`src/rtl/fbpa_pkg.sv`:
```
// Shared types, codes and defaults of the fixed block pool allocator.
package fbpa_pkg;

  localparam int unsigned DefPoolDepth     = 1024;
  localparam int unsigned DefMaxBlocksReq  = 64;
  localparam int unsigned DefOffsetWidth   = 32;

  localparam int unsigned BsW     = 21;  // granule and granted_bytes
  localparam int unsigned PbW     = 11;  // pool_blocks and free_count
  localparam int unsigned FieldW  = 32;  // request_size, offsets
  localparam int unsigned PaddrW  = 3;
  localparam int unsigned PdataW  = 32;

  localparam logic [BsW-1:0] BlockSizeRst  = BsW'(4096);
  localparam logic [PbW-1:0] PoolBlocksRst = PbW'(1024);

  // register select on paddr[2]
  typedef enum logic {
    REG_GRANULE     = 1'b0,
    REG_POOL_BLOCKS = 1'b1
  } reg_sel_e;

  typedef enum logic [1:0] {
    CMD_INIT  = 2'd0,
    CMD_ALLOC = 2'd1,
    CMD_FREE  = 2'd2,
    CMD_NONE  = 2'd3
  } cmd_e;

  typedef enum logic [1:0] {
    ST_OK        = 2'd0,
    ST_NO_MEMORY = 2'd1,
    ST_TOO_LARGE = 2'd2,
    ST_POOL_FULL = 2'd3
  } status_e;

  typedef enum logic [2:0] {
    S_IDLE,
    S_INIT_FILL,
    S_ALLOC_MUL,
    S_ALLOC_CHK,
    S_ALLOC_POP,
    S_ALLOC_OUT,
    S_FREE_PUSH,
    S_EMIT
  } state_e;

  typedef struct packed {
    logic    latch_in;
    logic    init_start;
    logic    init_step;
    logic    free_push;
    logic    alloc_pop;
    logic    load_alloc;
    logic    load_single;
    status_e st;
  } fbpa_cmd_t;

  typedef struct packed {
    logic init_done;
    logic req_zero;
    logic too_large;
    logic no_mem;
    logic pool_full;
    logic out_free;
    logic alloc_last;
  } fbpa_stat_t;

endpackage

```
`src/rtl/fbpa_ctrl.sv`:
```
// Sequencer of the allocator: decodes commands and steps the datapath.
module fbpa_ctrl
  import fbpa_pkg::*;
(
  input  logic       clk_i,
  input  logic       rst_ni,
  input  logic       in_valid_i,
  input  logic [1:0] cmd_i,
  output logic       in_ready_o,
  input  fbpa_stat_t stat_i,
  output fbpa_cmd_t  cmd_o
);

  state_e  state_q, state_d;
  status_e st_q, st_d;
  cmd_e    cmd_in;

  assign cmd_in = cmd_e'(cmd_i);

  always_ff @(posedge clk_i or negedge rst_ni) begin
    if (!rst_ni) begin
      state_q <= S_IDLE;
      st_q    <= ST_OK;
    end else begin
      state_q <= state_d;
      st_q    <= st_d;
    end
  end

  always_comb begin
    state_d    = state_q;
    st_d       = st_q;
    in_ready_o = 1'b0;
    cmd_o      = '0;
    cmd_o.st   = st_q;
    case (state_q)
      S_IDLE: begin
        in_ready_o = 1'b1;
        if (in_valid_i) begin
          cmd_o.latch_in = 1'b1;
          case (cmd_in)
            CMD_INIT: begin
              cmd_o.init_start = 1'b1;
              state_d          = S_INIT_FILL;
            end
            CMD_ALLOC: state_d = S_ALLOC_MUL;
            CMD_FREE:  state_d = S_FREE_PUSH;
            default:   state_d = S_IDLE;
          endcase
        end
      end
      S_INIT_FILL: begin
        if (stat_i.init_done) begin
          st_d    = ST_OK;
          state_d = S_EMIT;
        end else begin
          cmd_o.init_step = 1'b1;
        end
      end
      // products of block size settle here
      S_ALLOC_MUL: state_d = S_ALLOC_CHK;
      S_ALLOC_CHK: begin
        state_d = S_EMIT;
        if (stat_i.req_zero) begin
          st_d = ST_OK;
        end else if (stat_i.too_large) begin
          st_d = ST_TOO_LARGE;
        end else if (stat_i.no_mem) begin
          st_d = ST_NO_MEMORY;
        end else begin
          state_d = S_ALLOC_POP;
        end
      end
      S_ALLOC_POP: begin
        cmd_o.alloc_pop = 1'b1;
        state_d         = S_ALLOC_OUT;
      end
      S_ALLOC_OUT: begin
        if (stat_i.out_free) begin
          cmd_o.load_alloc = 1'b1;
          state_d = stat_i.alloc_last ? S_IDLE : S_ALLOC_POP;
        end
      end
      S_FREE_PUSH: begin
        if (stat_i.pool_full) begin
          st_d = ST_POOL_FULL;
        end else begin
          cmd_o.free_push = 1'b1;
          st_d            = ST_OK;
        end
        state_d = S_EMIT;
      end
      S_EMIT: begin
        if (stat_i.out_free) begin
          cmd_o.load_single = 1'b1;
          state_d           = S_IDLE;
        end
      end
      default: state_d = S_IDLE;
    endcase
  end

endmodule

```
`config.mk`:
```
export PLATFORM = sky130hd
export DESIGN_NAME = fbpa_ctrl
export DESIGN_NICKNAME = d
export VERILOG_FILES = /design/src/rtl/fbpa_pkg.sv /design/src/rtl/fbpa_ctrl.sv
export SDC_FILE = /design/constraint.sdc
export NUM_CORES = 1
export LEC_CHECK = 0
export BUFFER_PORTS_ARGS = -buffer_cell sky130_fd_sc_hd__buf_2
export CAP_MARGIN = 20
export CELL_PAD_IN_SITES_DETAIL_PLACEMENT = 1
export CELL_PAD_IN_SITES_GLOBAL_PLACEMENT = 1
export CORE_MARGIN = 2
export CORE_UTILIZATION = 27
export CTS_CLUSTER_DIAMETER = 60
export DETAILED_ROUTE_END_ITERATION = 12
export PLACE_DENSITY = 0.7
export SLEW_MARGIN = 10
export SYNTH_ARGS = -nofsm -noshare
export SYNTH_HDL_FRONTEND = slang
export SYNTH_SLANG_ARGS = --single-unit
```
`constraint.sdc`:
```
create_clock -name clk_i -period 1.31 [get_ports clk_i]
set_input_delay 0.1965 -clock clk_i [delete_from_list [all_inputs] [get_ports clk_i]]
set_output_delay 0.1965 -clock clk_i [all_outputs]
set_load 0.05 [all_outputs]
```
== Word-level counts from Yosys, hierarchy flattened ==
Index checks and enable logic that the tools add are counted.
Storage, ports and cells
  flip-flop bits (word level): 5
  input port bits: 12
  output and inout port bits: 10
Cells by class
  equal/unequal tests: 14
  mux-type cells: 28
  reductions and logical operators: 5
Operator list (count)
  3-bit case mux with 8 select lines: 1
  2-bit two-way mux: 10
  3-bit two-way mux: 5
  3-bit equality test (second input constant): 4
  1-bit two-way mux: 10
  3-bit case mux with 3 select lines: 1
  2-bit != test (second input constant): 4
  3-bit by 2-bit equality test with 1-bit output (second input constant): 2
  2-bit case mux with 3 select lines: 1
  4-bit != test (second input constant): 1
  4-bit AND reduction: 1
  3-bit by 1-bit equality test with 1-bit output (second input constant): 1
  3-bit zero test: 1
  3-bit AND reduction: 1
  3-bit nonzero test: 1
  2-bit by 1-bit equality test with 1-bit output (second input constant): 1
  2-bit equality test (second input constant): 1
  2-bit zero test: 1

== Longest topological paths before layout ==
  depth after elaboration: 4
  mapped depth: 4
  mapped depth without buffers: 4

== Least setup slack after synthesis ==
OpenSTA, ideal clock, no wires.
  kind: reg2out
  start: register state_q[0]
  end: output port cmd_o[7] (netlist bit)
  arrival time: 1875 ps
  required time: 1113 ps
  path slack: -761 ps
  stages on the path, launching flop included: 4
  buffers on the path: 1
  path through: dfrtp_1 > buf_2 > nor3_2 > and3_1
RTL lines
  from (decl): line fbpa_ctrl.sv:14  | state_e state_q, state_d;
  from (signal assigned): line fbpa_ctrl.sv:25  | state_q <= state_d;
  to (decl): line fbpa_ctrl.sv:11  | output fbpa_cmd_t cmd_o

==> summary.txt <==
Power and ir drop
  – Tot Pwr: 2.082 mW
  – Max IR drop VDD: 1099 uV
  – Cell Pwr Density: 2411 mW/mm^2
  – LEAKAGE: 0.4078 nW

Timing
  – F_max: 661.7 MHz
  – Slew @ Worst Pin: 0.3212 ns
  – Relative slew slack: 78.44%
  – Worst Setup Slack, final: -0.2013 ns
  – Clk_skew: 0.001208 ns
  – RSZ-0062 raised after global routing: true
  – Final Hold Viols: 0
  – Min Hold Slack: 0.2492 ns
  – Setup violations, final: 11
  – Setup TNS: -1.278 ns
  – Final Max Slew Viols: 0
  – Min Tclk post-route: 1.511 ns
  – Crit share post-route: 115.4%

Clocking
  – Clock Sinks: 5
  – Clock slew at reported path FFs: 0.04 ns
  – TritonCTS buffer count: 3
  – Clock latency reported for the late side of the worst-skew pair: 0.25 ns
  – Clock Path Buffers: 2
  – TritonCTS clock tree: built
  – Htree depth: 1
  – Root Buffer: clkbuf_4

Setup path
  – Setup crit end kind: output port
  – Critical Path Max Stage Delay: 0.44 ns
  – Reg2Reg Depth: 5
  – CP cell instances: nor3_4, and3_4, buf_8
  – Worst path arrival time: 1.31 ns
  – Worst flop-to-flop path startpoint: state_q[1]
  – CP Capture Point: cmd_o[7]
  – RR Endpoint: state_q[0]
  – Startpoint Class: flip-flop
  – CP max stage cell: dfrtp_2
  – WP data required: 1.11 ns
  – Critical path depth: 3
  – CP bufs+invs: 1
  – CP delay by family, top: simple AND/OR/NAND/NOR gates
  – Critical Path Source: state_q[0]
  – Flop2flop setup slack: -0.12 ns
  – Peak fanout along the critical path: 4
  – CP Class: flip-flop to output port

Final layout
  – # diodes: 0
  – Layout area overhead: 90.08%
  – Nets: 106
  – Fraction of layout instances using a drive strength above 1: 66.67%

Drt
  – DRC errors left: 0
  – Drt first pass iters: 2
  – DRT Wirelength: 1.666 mm
  – Avg WL per Cell: 15.72 um
  – Routed vias: 563
  – Via/cell ratio: 5.311
  – Initial DRC Count: 1
  – DRT antenna net count: 0

Logic synthesis
  – Leading cell types by count after synthesis: dfrtp_1, inv_1, ha_1, nor2_1, o211ai_1
  – Synth top area cells: dfrtp_1, ha_1, nor4b_4
  – Synth Area in Compound Gates: 23.97%
  – Post-synthesis adder-cell area fraction: 8.264%
  – Ys async rst share: 100.0%
  – Ys flop type: dfrtp_1
  – Synth top area share: 27.55%
  – Simple-gate share of the synthesized area: 29.75%
  – Yosys warnings: 0
  – Synthesized area: 454.2 um^2
  – Seq/Total Area, Yosys: 27.55%
  – Mapped Nets: 66
  – Synth area leader: dfrtp_1
  – Post-synth EDFFs: 0
  – Mean Syn Cell Area: 8.906 um^2
  – Synth Area in XOR/XNOR: 0%
  – Post-synthesis mux area share: 2.479%
  – Largest family of logic cells by synthesized area: simple AND/OR/NAND/NOR gates
  – Seq cells post-synth: 5
  – Number of distinct library cells after synthesis: 31
  – Cells after synthesis: 51

Die
  – Die W: 45.02 um
  – Die Footprint: 0.002026 mm^2
  – Die H: 45.02 um
  – Core area: 0.001541 mm^2
  – FP Rows: 14
  – I/O pin count: 22
  – Starting density of the core: 29.46%

Placement
  – Detailed placement HPWL: 1.105 mm
  – Placement Setup Slack: -0.07678 ns
  – IO buf count: 21
  – GPL Wtd Cong: 0.7963

Flow run
  – Max cap viols: 0

GRT
  – Largest net degree at the start of global routing: 10
  – Total track usage: 19.35%
  – Antenna violations before repair: 0
  – First-pass GRT wire length: 2.732 mm
  – Vias in the first global route: 616
  – Remaining Overflow, GRT: 0

Min path
  – Min-delay src: in_valid_i
  – Hold Crit Class: primary input to flip-flop

Run status
  – Status: finished, violations left
  – Failing checks: negative setup slack
==> cells by family (layout without fill, tap and decap cells) <==
group | after synthesis | count (layout)
AND/OR/NAND/NOR | 19 | 19
AO/OA/AOI/OAI | 15 | 15
buffers and inverters | 8 | 47
flip-flops | 5 | 5
adder cells (fa/ha/maj) | 3 | 3
multiplexers | 1 | 1
==> flip-flops by register name, summed over array words and instances, names as in the netlist <==
| register | flops |
|---|---|
| state_q | 3 |
| st_q | 2 |
==> area by class of cell <==
| class | count | area, um^2 |
|---|---|---|
| tap | 16 | 20.02 |
| clock buffer | 4 | 26.28 |
| timing repair buffer | 38 | 297.8 |
| sequential | 5 | 128.9 |
| fill | 195 | 678.2 |
| inverter | 5 | 18.77 |
| multi-input combinational | 38 | 371.6 |
==> metrics by stage <==
stage | util [%] | instance area, um^2 | instances
CTS | 53.41 | 823.3 | 104
floorplan | - | 518.0 | 51
global route | 56.01 | 863.3 | 106
global placement | 44.81 | 690.7 | 95
finish | 56.01 | 863.3 | 106
detailed placement | 44.81 | 690.7 | 95
==> worst min-delay path: cells and delay by family <==
kind                   cells  cell delay, ns
AOI/OAI and AO/OA          1            0.06
buffers and inverters      1            0.13
and+or+nand+nor            1            0.06
==> how the worst min path moves through the flow <==
stage / endpoint / slack, ns / cells past startpoint
detailed placement: state_q[2] / 0.02 / 1
global route: state_q[0] / 0.26 / 3
finish: state_q[0] / 0.25 / 3
global placement: st_q[1] / 0.02 / 1
floorplan: st_q[0] / -0.1 / 0
CTS: state_q[0] / 0.24 / 3
==> cells in the final DEF (no fill, tap or decap), drive strengths merged, types with 2 or more instances in the layout <==
master / n
dfrtp: 5
o21ai: 3
ha: 3
nand3: 2
nor3: 3
a31oi: 2
clkbuf: 4
buf: 37
inv: 5
nand2b: 2
nor2: 3
o211ai: 3
==> repair_timing <==
action	4_1_cts	5_1_grt
endpoints found under the hold margin	5	0
pin swaps	7	2
setup endpoints to repair	12	13
gates resized for setup	24	6
setup buffers	4	3
hold buffers	1	0
==> metal layers <==
layer	vias up	routed length (um)	track usage, %
met5	-	0	0
met4	0	69	18.82
met3	4	80	1.200
met2	20	898	33.14
met1	269	616	20.54
li1	270	-	-
==> where the power goes <==
part           total [mW]  internal, mW  leakage [nW]  switching [mW]
combinational        1.51         0.703         0.337           0.812
clock               0.189         0.116        0.0150          0.0736
sequential          0.378         0.246        0.0559           0.132
total                2.08          1.06         0.408            1.02
Power figures use the tool's default switching activity.
